`config.mk`:
```
export PLATFORM = sky130hd
export DESIGN_NAME = pulse_width_frame_receiver_core_flat
export DESIGN_NICKNAME = d
export VERILOG_FILES = /design/src/pwfr_pkg.sv /design/src/pwfr_if.sv /design/src/pulse_width_frame_receiver_core.sv /design/src/pwfr_cfg.sv /design/src/pwfr_decode.sv /design/src/pwfr_out.sv /design/src/flat_wrapper.sv
export SDC_FILE = /design/constraint.sdc
export NUM_CORES = 1
export LEC_CHECK = 0
export BUFFER_PORTS_ARGS = -buffer_cell sky130_fd_sc_hd__buf_2
export CAP_MARGIN = 30
export CORE_MARGIN = 2
export CORE_UTILIZATION = 45
export CTS_BUF_LIST = sky130_fd_sc_hd__clkbuf_8
export CTS_CLUSTER_SIZE = 8
export DETAILED_ROUTE_END_ITERATION = 6
export PLACE_DENSITY = 0.66
export SLEW_MARGIN = 30
export SYNTH_ARGS = -nofsm -noshare
export SYNTH_HDL_FRONTEND = slang
export SYNTH_SLANG_ARGS = --single-unit
```
`constraint.sdc`:
```
create_clock -name clk -period 8.4 [get_ports clk]
set_input_delay 1.26 -clock clk [delete_from_list [all_inputs] [get_ports clk]]
set_output_delay 1.26 -clock clk [all_outputs]
set_load 0.03 [all_outputs]
```
`src/pwfr_pkg.sv`:
```
package pwfr_pkg;

  // Default width of the free-running edge timer.
  localparam int TIMER_BITS_DEF = 8;

  // Fixed field widths.
  localparam int CFG_BITS   = 8;
  localparam int WORD_BITS  = 12;
  localparam int DATA_BITS  = 6;
  localparam int DATA_LSB   = WORD_BITS - DATA_BITS;
  localparam int POS_BITS   = 4;
  localparam int CHECK_ROWS_N = 6;

  // Bit position of the first bit of a frame (sent first, stored in the MSB).
  localparam logic [POS_BITS-1:0] BIT_POS_FIRST = POS_BITS'(WORD_BITS - 1);

  // APB register map.
  localparam int APB_DATA_BITS = 32;
  localparam int PADDR_BITS    = 5;
  localparam int REG_IDX_LSB   = 2;
  localparam int REG_IDX_BITS  = PADDR_BITS - REG_IDX_LSB;

  typedef enum logic [REG_IDX_BITS-1:0] {
    REG_SYNC_MIN = 3'd0,
    REG_SYNC_MAX = 3'd1,
    REG_ZERO_MIN = 3'd2,
    REG_ZERO_MAX = 3'd3,
    REG_ONE_MIN  = 3'd4,
    REG_ONE_MAX  = 3'd5
  } cfg_reg_t;

  // Register reset values in timer ticks.
  localparam logic [CFG_BITS-1:0] SYNC_MIN_RST = 8'd53;
  localparam logic [CFG_BITS-1:0] SYNC_MAX_RST = 8'd68;
  localparam logic [CFG_BITS-1:0] ZERO_MIN_RST = 8'd23;
  localparam logic [CFG_BITS-1:0] ZERO_MAX_RST = 8'd38;
  localparam logic [CFG_BITS-1:0] ONE_MIN_RST  = 8'd7;
  localparam logic [CFG_BITS-1:0] ONE_MAX_RST  = 8'd23;

  // Rows of the parity check matrix; each row must see an even bit count.
  localparam logic [WORD_BITS-1:0] CHECK_ROWS [CHECK_ROWS_N] = '{
    12'h4e0, 12'h690, 12'h348, 12'hd44, 12'ha42, 12'h9c1
  };

  // Interval windows, each with exclusive lower and inclusive upper bound.
  typedef struct packed {
    logic [CFG_BITS-1:0] sync_width_min;
    logic [CFG_BITS-1:0] sync_width_max;
    logic [CFG_BITS-1:0] zero_width_min;
    logic [CFG_BITS-1:0] zero_width_max;
    logic [CFG_BITS-1:0] one_width_min;
    logic [CFG_BITS-1:0] one_width_max;
  } cfg_t;

  // A completed frame handed from the decoder to the result register.
  typedef struct packed {
    logic                 valid;
    logic [WORD_BITS-1:0] word;
  } frame_done_t;

  // True when every check row covers an even number of set bits.
  function automatic logic parity_ok(input logic [WORD_BITS-1:0] word);
    logic ok;
    ok = 1'b1;
    for (int r = 0; r < CHECK_ROWS_N; r++) begin
      ok = ok & ~(^(word & CHECK_ROWS[r]));
    end
    return ok;
  endfunction

endpackage

```
`src/pwfr_if.sv`:
```
// Edge timestamp channel.
interface pwfr_edge_if #(
  parameter int TIMER_BITS = pwfr_pkg::TIMER_BITS_DEF
);
  logic                  valid;
  logic                  ready;
  logic [TIMER_BITS-1:0] edge_time;

  modport source (output valid, output edge_time, input ready);
  modport sink   (input valid, input edge_time, output ready);
endinterface

// Received frame channel.
interface pwfr_frame_if;
  logic                                valid;
  logic                                ready;
  logic [pwfr_pkg::WORD_BITS-1:0]      code_word;
  logic [pwfr_pkg::DATA_BITS-1:0]      payload;
  logic                                check_ok;

  modport source (output valid, output code_word, output payload, output check_ok,
                  input ready);
  modport sink   (input valid, input code_word, input payload, input check_ok,
                  output ready);
endinterface

```
`src/pulse_width_frame_receiver_core.sv`:
```
// Pulse-width frame receiver. Each edges beat carries the timer value at one
// line edge; the interval since the previous edge (modulo the timer width) is
// classified as sync, zero or one half against the six window registers, and
// every twelfth decoded bit produces one frames beat with the word, its upper
// six data bits and the even-parity check result. One edge is taken per
// clock while the result register has space: a beat is decoded straight
// out of the input register, and a completed frame passes through the
// input register and then the result register on its way to frames. The
// input stalls only while a finished frame waits in the result register and
// the sink holds ready low. Window registers are written over APB and should
// be changed only while no edges are in flight.
module pulse_width_frame_receiver_core #(
  parameter int TIMER_BITS = pwfr_pkg::TIMER_BITS_DEF
) (
  input  logic                                 clk,
  input  logic                                 rst,
  input  logic                                 psel,
  input  logic                                 penable,
  input  logic                                 pwrite,
  input  logic [pwfr_pkg::PADDR_BITS-1:0]      paddr,
  input  logic [pwfr_pkg::APB_DATA_BITS-1:0]   pwdata,
  output logic [pwfr_pkg::APB_DATA_BITS-1:0]   prdata,
  output logic                                 pready,
  pwfr_edge_if.sink                            edges,
  pwfr_frame_if.source                         frames
);

  pwfr_pkg::cfg_t        cfg;
  pwfr_pkg::frame_done_t done;
  logic                  space;

  // Window registers.
  pwfr_cfg u_cfg (
    .clk     (clk),
    .rst     (rst),
    .psel    (psel),
    .penable (penable),
    .pwrite  (pwrite),
    .paddr   (paddr),
    .pwdata  (pwdata),
    .prdata  (prdata),
    .pready  (pready),
    .cfg     (cfg)
  );

  // Input register, interval classification and frame assembly.
  pwfr_decode #(
    .TIMER_BITS (TIMER_BITS)
  ) u_decode (
    .clk   (clk),
    .rst   (rst),
    .cfg   (cfg),
    .edges (edges),
    .space (space),
    .done  (done)
  );

  // Result register with parity check.
  pwfr_out u_out (
    .clk    (clk),
    .rst    (rst),
    .done   (done),
    .space  (space),
    .frames (frames)
  );

endmodule

```
`src/pwfr_cfg.sv`:
```
module pwfr_cfg (
  input  logic                                 clk,
  input  logic                                 rst,
  input  logic                                 psel,
  input  logic                                 penable,
  input  logic                                 pwrite,
  input  logic [pwfr_pkg::PADDR_BITS-1:0]      paddr,
  input  logic [pwfr_pkg::APB_DATA_BITS-1:0]   pwdata,
  output logic [pwfr_pkg::APB_DATA_BITS-1:0]   prdata,
  output logic                                 pready,
  output pwfr_pkg::cfg_t                       cfg
);

  pwfr_pkg::cfg_reg_t                reg_idx;
  logic [pwfr_pkg::CFG_BITS-1:0]     wdata;

  assign reg_idx = pwfr_pkg::cfg_reg_t'(paddr[pwfr_pkg::PADDR_BITS-1:pwfr_pkg::REG_IDX_LSB]);
  assign wdata   = pwdata[pwfr_pkg::CFG_BITS-1:0];
  assign pready  = 1'b1;

  // Register writes complete in the access phase; unmapped addresses are ignored.
  always_ff @(posedge clk) begin
    if (rst) begin
      cfg.sync_width_min <= pwfr_pkg::SYNC_MIN_RST;
      cfg.sync_width_max <= pwfr_pkg::SYNC_MAX_RST;
      cfg.zero_width_min <= pwfr_pkg::ZERO_MIN_RST;
      cfg.zero_width_max <= pwfr_pkg::ZERO_MAX_RST;
      cfg.one_width_min  <= pwfr_pkg::ONE_MIN_RST;
      cfg.one_width_max  <= pwfr_pkg::ONE_MAX_RST;
    end else if (psel && penable && pwrite) begin
      unique case (reg_idx)
        pwfr_pkg::REG_SYNC_MIN: cfg.sync_width_min <= wdata;
        pwfr_pkg::REG_SYNC_MAX: cfg.sync_width_max <= wdata;
        pwfr_pkg::REG_ZERO_MIN: cfg.zero_width_min <= wdata;
        pwfr_pkg::REG_ZERO_MAX: cfg.zero_width_max <= wdata;
        pwfr_pkg::REG_ONE_MIN:  cfg.one_width_min  <= wdata;
        pwfr_pkg::REG_ONE_MAX:  cfg.one_width_max  <= wdata;
        default: ;
      endcase
    end
  end

  // Read back, zero extended; unmapped addresses read as zero.
  always_comb begin
    prdata = '0;
    unique case (reg_idx)
      pwfr_pkg::REG_SYNC_MIN: prdata = pwfr_pkg::APB_DATA_BITS'(cfg.sync_width_min);
      pwfr_pkg::REG_SYNC_MAX: prdata = pwfr_pkg::APB_DATA_BITS'(cfg.sync_width_max);
      pwfr_pkg::REG_ZERO_MIN: prdata = pwfr_pkg::APB_DATA_BITS'(cfg.zero_width_min);
      pwfr_pkg::REG_ZERO_MAX: prdata = pwfr_pkg::APB_DATA_BITS'(cfg.zero_width_max);
      pwfr_pkg::REG_ONE_MIN:  prdata = pwfr_pkg::APB_DATA_BITS'(cfg.one_width_min);
      pwfr_pkg::REG_ONE_MAX:  prdata = pwfr_pkg::APB_DATA_BITS'(cfg.one_width_max);
      default:                prdata = '0;
    endcase
  end

endmodule

```
`src/pwfr_decode.sv`:
```
module pwfr_decode #(
  parameter int TIMER_BITS = pwfr_pkg::TIMER_BITS_DEF
) (
  input  logic                  clk,
  input  logic                  rst,
  input  pwfr_pkg::cfg_t        cfg,
  pwfr_edge_if.sink             edges,
  input  logic                  space,
  output pwfr_pkg::frame_done_t done
);

  localparam int WB = pwfr_pkg::WORD_BITS;
  localparam int PB = pwfr_pkg::POS_BITS;

  // Input register.
  logic                  s1_valid;
  logic [TIMER_BITS-1:0] s1_time;

  // Receiver state.
  logic [TIMER_BITS-1:0] previous_edge_time;
  logic                  in_frame;
  logic [PB-1:0]         bit_position;
  logic                  one_half_seen;
  logic [WB-1:0]         frame_bits;

  logic                  in_frame_next;
  logic [PB-1:0]         bit_position_next;
  logic                  one_half_seen_next;
  logic [WB-1:0]         frame_bits_next;

  logic                  advance;
  logic [TIMER_BITS-1:0] width;
  logic                  is_sync;
  logic                  is_zero;
  logic                  is_one;
  logic                  bit_done;
  logic                  bit_val;
  logic [WB-1:0]         bit_mask;

  // The held beat is decoded whenever the result register can take a frame.
  assign advance     = s1_valid && space;
  assign edges.ready = !s1_valid || space;

  always_ff @(posedge clk) begin
    if (rst) begin
      s1_valid           <= 1'b0;
      previous_edge_time <= '0;
      in_frame           <= 1'b0;
      bit_position       <= pwfr_pkg::BIT_POS_FIRST;
      one_half_seen      <= 1'b0;
      frame_bits         <= '0;
    end else begin
      if (edges.ready) begin
        s1_valid <= edges.valid;
      end
      if (advance) begin
        previous_edge_time <= s1_time;
        in_frame           <= in_frame_next;
        bit_position       <= bit_position_next;
        one_half_seen      <= one_half_seen_next;
        frame_bits         <= frame_bits_next;
      end
    end
  end

  always_ff @(posedge clk) begin
    if (edges.valid && edges.ready) begin
      s1_time <= edges.edge_time;
    end
  end

  // Interval since the previous edge wraps with the timer.
  assign width   = s1_time - previous_edge_time;
  assign is_sync = (width > TIMER_BITS'(cfg.sync_width_min)) &&
                   (width <= TIMER_BITS'(cfg.sync_width_max));
  assign is_zero = (width > TIMER_BITS'(cfg.zero_width_min)) &&
                   (width <= TIMER_BITS'(cfg.zero_width_max));
  assign is_one  = (width > TIMER_BITS'(cfg.one_width_min)) &&
                   (width <= TIMER_BITS'(cfg.one_width_max));
  assign bit_mask = WB'(1) << bit_position;

  // Classify the interval and update the frame; sync wins over zero over one.
  always_comb begin
    in_frame_next      = in_frame;
    bit_position_next  = bit_position;
    one_half_seen_next = one_half_seen;
    frame_bits_next    = frame_bits;
    bit_done           = 1'b0;
    bit_val            = 1'b0;
    done               = '0;

    if (is_sync) begin
      in_frame_next      = 1'b1;
      bit_position_next  = pwfr_pkg::BIT_POS_FIRST;
      one_half_seen_next = 1'b0;
      frame_bits_next    = '0;
    end else if (is_zero) begin
      if (in_frame && !one_half_seen) begin
        bit_done = 1'b1;
      end else begin
        in_frame_next     = 1'b0;
        bit_position_next = pwfr_pkg::BIT_POS_FIRST;
        frame_bits_next   = '0;
      end
    end else if (is_one) begin
      if (in_frame) begin
        if (one_half_seen) begin
          one_half_seen_next = 1'b0;
          bit_done           = 1'b1;
          bit_val            = 1'b1;
        end else begin
          one_half_seen_next = 1'b1;
        end
      end else begin
        in_frame_next     = 1'b0;
        bit_position_next = pwfr_pkg::BIT_POS_FIRST;
        frame_bits_next   = '0;
      end
    end else begin
      in_frame_next      = 1'b0;
      bit_position_next  = pwfr_pkg::BIT_POS_FIRST;
      one_half_seen_next = 1'b0;
      frame_bits_next    = '0;
    end

    // Store the bit; the last position closes the frame.
    if (bit_done) begin
      frame_bits_next = bit_val ? (frame_bits | bit_mask) : (frame_bits & ~bit_mask);
      if (bit_position != '0) begin
        bit_position_next = bit_position - PB'(1);
      end else begin
        done.valid        = advance;
        done.word         = frame_bits_next;
        in_frame_next     = 1'b0;
        bit_position_next = pwfr_pkg::BIT_POS_FIRST;
        frame_bits_next   = '0;
      end
    end
  end

  // The write position never leaves the 12-bit word.
  a_pos_range: assert property (@(posedge clk) disable iff (rst)
    bit_position <= pwfr_pkg::BIT_POS_FIRST)
    else $error("bit position out of range");

  // Outside a frame nothing has been collected.
  a_idle_clear: assert property (@(posedge clk) disable iff (rst)
    !in_frame |-> (frame_bits == '0 && bit_position == pwfr_pkg::BIT_POS_FIRST))
    else $error("stale frame state outside a frame");

  // A frame completes only from inside a frame at the last position, and ends it.
  a_done_ctx: assert property (@(posedge clk) disable iff (rst)
    done.valid |-> (in_frame && bit_position == '0) ##1 (!in_frame && !one_half_seen))
    else $error("frame completed out of context");

endmodule

```
`src/pwfr_out.sv`:
```
module pwfr_out (
  input  logic                  clk,
  input  logic                  rst,
  input  pwfr_pkg::frame_done_t done,
  output logic                  space,
  pwfr_frame_if.source          frames
);

  logic                                 valid;
  logic [pwfr_pkg::WORD_BITS-1:0]       code_word;
  logic [pwfr_pkg::DATA_BITS-1:0]       payload;
  logic                                 check_ok;

  // The result register can take a frame when empty or being drained this cycle.
  assign space = !valid || frames.ready;

  always_ff @(posedge clk) begin
    if (rst) begin
      valid <= 1'b0;
    end else if (done.valid) begin
      valid <= 1'b1;
    end else if (frames.ready) begin
      valid <= 1'b0;
    end
  end

  // Payload and parity result are captured with the word.
  always_ff @(posedge clk) begin
    if (done.valid) begin
      code_word <= done.word;
      payload   <= done.word[pwfr_pkg::WORD_BITS-1:pwfr_pkg::DATA_LSB];
      check_ok  <= pwfr_pkg::parity_ok(done.word);
    end
  end

  assign frames.valid     = valid;
  assign frames.code_word = code_word;
  assign frames.payload   = payload;
  assign frames.check_ok  = check_ok;

  // A new frame never overwrites one that is still waiting.
  a_no_overwrite: assert property (@(posedge clk) disable iff (rst)
    done.valid |-> (!valid || frames.ready))
    else $error("result register overwritten");

endmodule

```
`src/flat_wrapper.sv`:
```
// flat-port wrapper written by rule: the top's interface ports become plain ports
module pulse_width_frame_receiver_core_flat 
#(
  parameter int TIMER_BITS = pwfr_pkg::TIMER_BITS_DEF
)
  (clk, rst, psel, penable, pwrite, paddr, pwdata, prdata, pready, edges_valid, edges_edge_time, edges_ready, frames_valid, frames_code_word, frames_payload, frames_check_ok, frames_ready);
  pwfr_edge_if #(.TIMER_BITS(TIMER_BITS)) edges_i ();
  pwfr_frame_if frames_i ();
  input  logic clk;
  input  logic rst;
  input  logic psel;
  input  logic penable;
  input  logic pwrite;
  input  logic [pwfr_pkg::PADDR_BITS-1:0] paddr;
  input  logic [pwfr_pkg::APB_DATA_BITS-1:0] pwdata;
  output logic [pwfr_pkg::APB_DATA_BITS-1:0] prdata;
  output logic pready;
  input wire logic [$bits(edges_i.valid)-1:0] edges_valid;
  input wire logic [$bits(edges_i.edge_time)-1:0] edges_edge_time;
  output wire logic [$bits(edges_i.ready)-1:0] edges_ready;
  output wire logic [$bits(frames_i.valid)-1:0] frames_valid;
  output wire logic [$bits(frames_i.code_word)-1:0] frames_code_word;
  output wire logic [$bits(frames_i.payload)-1:0] frames_payload;
  output wire logic [$bits(frames_i.check_ok)-1:0] frames_check_ok;
  input wire logic [$bits(frames_i.ready)-1:0] frames_ready;
  assign edges_i.valid = edges_valid;
  assign edges_i.edge_time = edges_edge_time;
  assign edges_ready = edges_i.ready;
  assign frames_valid = frames_i.valid;
  assign frames_code_word = frames_i.code_word;
  assign frames_payload = frames_i.payload;
  assign frames_check_ok = frames_i.check_ok;
  assign frames_i.ready = frames_ready;
  pulse_width_frame_receiver_core #(.TIMER_BITS(TIMER_BITS)) u_core (.clk(clk), .rst(rst), .psel(psel), .penable(penable), .pwrite(pwrite), .paddr(paddr), .pwdata(pwdata), .prdata(prdata), .pready(pready), .edges(edges_i), .frames(frames_i));
endmodule
```
==> impl_metrics.py <==
metrics = {
    "synth": {
        "synthesis.area_per_instance_um2": 8.533,
        "yosys.cell_types.count": 63,
        "syn_inst": 749,
        "seq_area_frac_synth": 0.3336,
        "asyncSetResetFlopFracSynth": 0,
        "synth.yosys.warnings": 0,
        "synth-edff-count": 21,
        "ff_latch_count_synth": 96,
        "main_synth_ff_type": "dfxtp_1",
        "synthesis.area_um2": 6391,
    },
    "clocking": {
        "clock_path_buffers": 2,
        "h-tree-depth": 3,
        "cts_sinks": 96,
        "clkTransAtPathRegs_ps": 90,
        "skew_pair_late_insertion_delay_ps": 390,
        "tritoncts.num_buffers": 9,
        "clock_tree_from_tritoncts": "yes",
        "post_cts_resized": 0,
        "ctsRootBufferMaster": "clkbuf_8",
        "post-cts-setup-buffers": 0,
        "cts.hold.buffers_added": 0,
    },
    "setup_path": {
        "ff2ff_path_depth": 20,
        "path_class": "register to register",
        "cp.arrival_ps": 5690,
        "worstPathMaxFanout": 14,
        "critical_path.endpoint_type": "register",
        "data_required_time_of_the_worst_path_ps": 8550,
        "startpoint_class_of_the_critical_path": "register",
    },
    "route": {
        "routed_wl_um": 14650,
        "wire_per_inst_um": 15.25,
        "drc": 0,
        "top_layer": "met4",
        "initialDrtViolationCount": 400,
        "routed-wl-met3_um": 752,
        "drt_pass1_iterations": 5,
        "route.vias.total": 5266,
        "detail_route.vias_per_cell": 5.480,
        "met2_wirelength_um": 6974,
        "antenna_left": 0,
        "route.layer.met1.wl_um": 6748,
    },
    "hold_path": {
        "min-delay-path-class": "register to register",
        "min_delay_path_depth": 2,
    },
    "floorplan": {
        "die_w_um": 123.2,
        "core_area_um2": 13880,
        "dieArea_um2": 15170,
        "i_o_pin_count": 106,
        "dieHeight_um": 123.2,
        "floorplan.initialDensity": 0.4604,
        "row_count": 43,
    },
    "global_routing": {
        "pin_count_of_the_biggest_net_entering_global_routing": 63,
        "overflow": 0,
        "first_pass_grt_wire_length_um": 23820,
        "antenna_found_initial": 0,
        "grt_util_all_layers": 0.1998,
        "via_count_of_the_first_global_routing_pass": 4998,
    },
    "sta": {
        "slew_headroom": 0.4110,
        "post-route-period-util": 0.6599,
        "final-max-slew-violation-count": 0,
        "period_needed_ps": 5544,
        "slew_of_the_pin_with_the_lowest_slew_margin_ps": 877.2,
        "fmax_mhz": 180.4,
        "rsz0062_at_grt": "false",
        "hold_violations": 0,
        "worst_clock_skew_ps": 12.74,
        "setup_viol": 0,
        "final_tns_setup_ps": 0,
    },
    "cells_and_area": {
        "final_design_area_no_fill_um2": 6834,
        "area_growth_pct": 6.930,
        "nets": 889,
        "n_antenna_cell": 0,
        "final_layout_size_suffix_gt1_frac": 0.1229,
    },
    "pwr": {
        "powerDensity_nw_per_um2": 154.4,
        "max-vdd-ir-drop_v": 0.00006764,
        "leakagePower_nw": 2.837,
    },
    "placement": {
        "globalplace.congestion": 0.8267,
        "buffer_ports.inserted": 54,
        "placed_area_um2": 6644,
        "post_detailed_placement_half_perimeter_wirelength_um": 10710,
    },
    "flow_run": {
        "cap_violations": 0,
    },
    "run_status": {
        "outcome": "complete, no violations",
    },
}
## final cells by class
cell class | instances | area (µm²)
Clock buffer | 9 | 123.9
Sequential cell | 96 | 2132
Tap cell | 180 | 225.2
Multi-Input combinational cell | 545 | 3732
Timing Repair Buffer | 61 | 329.1
Fill cell | 1340 | 7047
Inverter | 63 | 236.5
Clock inverter | 7 | 55.05
## cell usage in the layout, fill, tap and decap left out, types with 9 or more instances in the layout
| cell | instances |
|---|---|
| nand4_1 | 13 |
| a211o_1 | 21 |
| o21ai_0 | 16 |
| ha_1 | 60 |
| inv_1 | 65 |
| buf_2 | 53 |
| conb_1 | 25 |
| nand3_1 | 18 |
| nor2_1 | 78 |
| edfxtp_1 | 21 |
| mux2i_1 | 47 |
| nand2_1 | 79 |
| xnor2_1 | 10 |
| a21oi_1 | 62 |
| dfxtp_1 | 75 |
| nor2b_1 | 13 |
| clkbuf_8 | 9 |
## flip-flops by register name (all words and copies together) (netlist names)
register	count
u_core.u_decode.bit_position	4
u_core.u_decode.previous_edge_time	8
u_core.u_out.frames.check_ok	1
u_core.u_decode.s1_time	8
u_core.u_out.frames.code_word	12
u_core.u_decode.frame_bits	11
u_core.u_cfg.cfg	48
u_core.u_decode.one_half_seen	1
u_core.u_decode.in_frame	1
u_core.u_decode.s1_valid	1
u_core.u_out.frames.valid	1
## final timing paths
kind | to | startpoint | slack (ps)
max | u_core.u_out.frames.check_ok | u_core.u_decode.s1_time[1] | 2860
min | u_core.u_cfg.cfg[41] | u_core.u_cfg.cfg[41] | 460
max reg2reg | u_core.u_out.frames.check_ok | u_core.u_decode.s1_time[1] | 2860
min reg2reg | u_core.u_cfg.cfg[41] | u_core.u_cfg.cfg[41] | 460
## stage by stage
stage	utilization	total power [W]	hold WS (ps)	worst slack, ps	instances
global route	0.4923	0.001114	480.6	2509	961
detailed placement	0.4786	0.0007720	447.2	2662	944
CTS	0.4915	0.001064	460.5	2558	960
global placement	0.4785	0.0007590	442.4	2851	944
finish	0.4923	0.001055	463.0	2856	961
floorplan	-	0.0007141	436.3	4057	772
## where the power goes
group	total [W]	switching [W]	internal, W
combinational	0.000280	0.000177	0.000102
clock	0.000290	0.000158	0.000133
sequential	0.000486	0.00000672	0.000479
total	0.00106	0.000342	0.000714
## cells by family (layout without fill, tap and decap cells)
logic type	count (synthesis)	after routing	share of synthesized area
simple gates	242	242	0.1764
xor+xnor	16	16	0.02310
mux	50	50	0.08418
buf+inv	131	140	0.09691
fa+ha+maj	61	61	0.1206
compound gates	151	151	0.1641
flops	96	96	0.3336
other cells	2	25	0.001175
## critical path, stage by stage, from the launching register on
cell and delay, ps:
edfxtp_1 450, ha_1 310, a21oi_1 60, o21ai_0 260, a21oi_1 110, o21bai_1 210, a21o_1 150, a21oi_1 70
xnor2_1 690, ha_1 420, nand4_1 160, a21oi_2 70, a2111oi_4 290, o221ai_2 230, nor3_4 560, buf_6 260
a311oi_1 130, o32ai_1 330, xnor2_1 180, mux2i_1 130, a31o_1 240
## routing by layer
| metal | vias up | track usage |
|---|---|---|
| li1 | 2600 | - |
| met1 | 2500 | 0.2588 |
| met2 | 151 | 0.3369 |
| met3 | 15 | 0.03690 |
| met4 | 0 | 0.06250 |
| met5 | - | 0 |
## synthesized netlist by cell type, types with 10 or more instances
master / n / area (µm²)
mux2i_1: 47 / 470.5
o21ai_0: 16 / 80.08
ha_1: 60 / 750.7
buf_4: 32 / 240.2
nand2_1: 79 / 296.5
a21oi_1: 62 / 310.3
a211o_1: 21 / 183.9
nand3_1: 18 / 90.09
xnor2_1: 10 / 87.58
inv_1: 63 / 236.5
nand4_1: 13 / 81.33
clkbuf_1: 32 / 120.1
nor2_1: 78 / 292.8
dfxtp_1: 75 / 1501
nor2b_1: 13 / 81.33
edfxtp_1: 21 / 630.6
No activity file was read; power rests on OpenSTA's default activity.
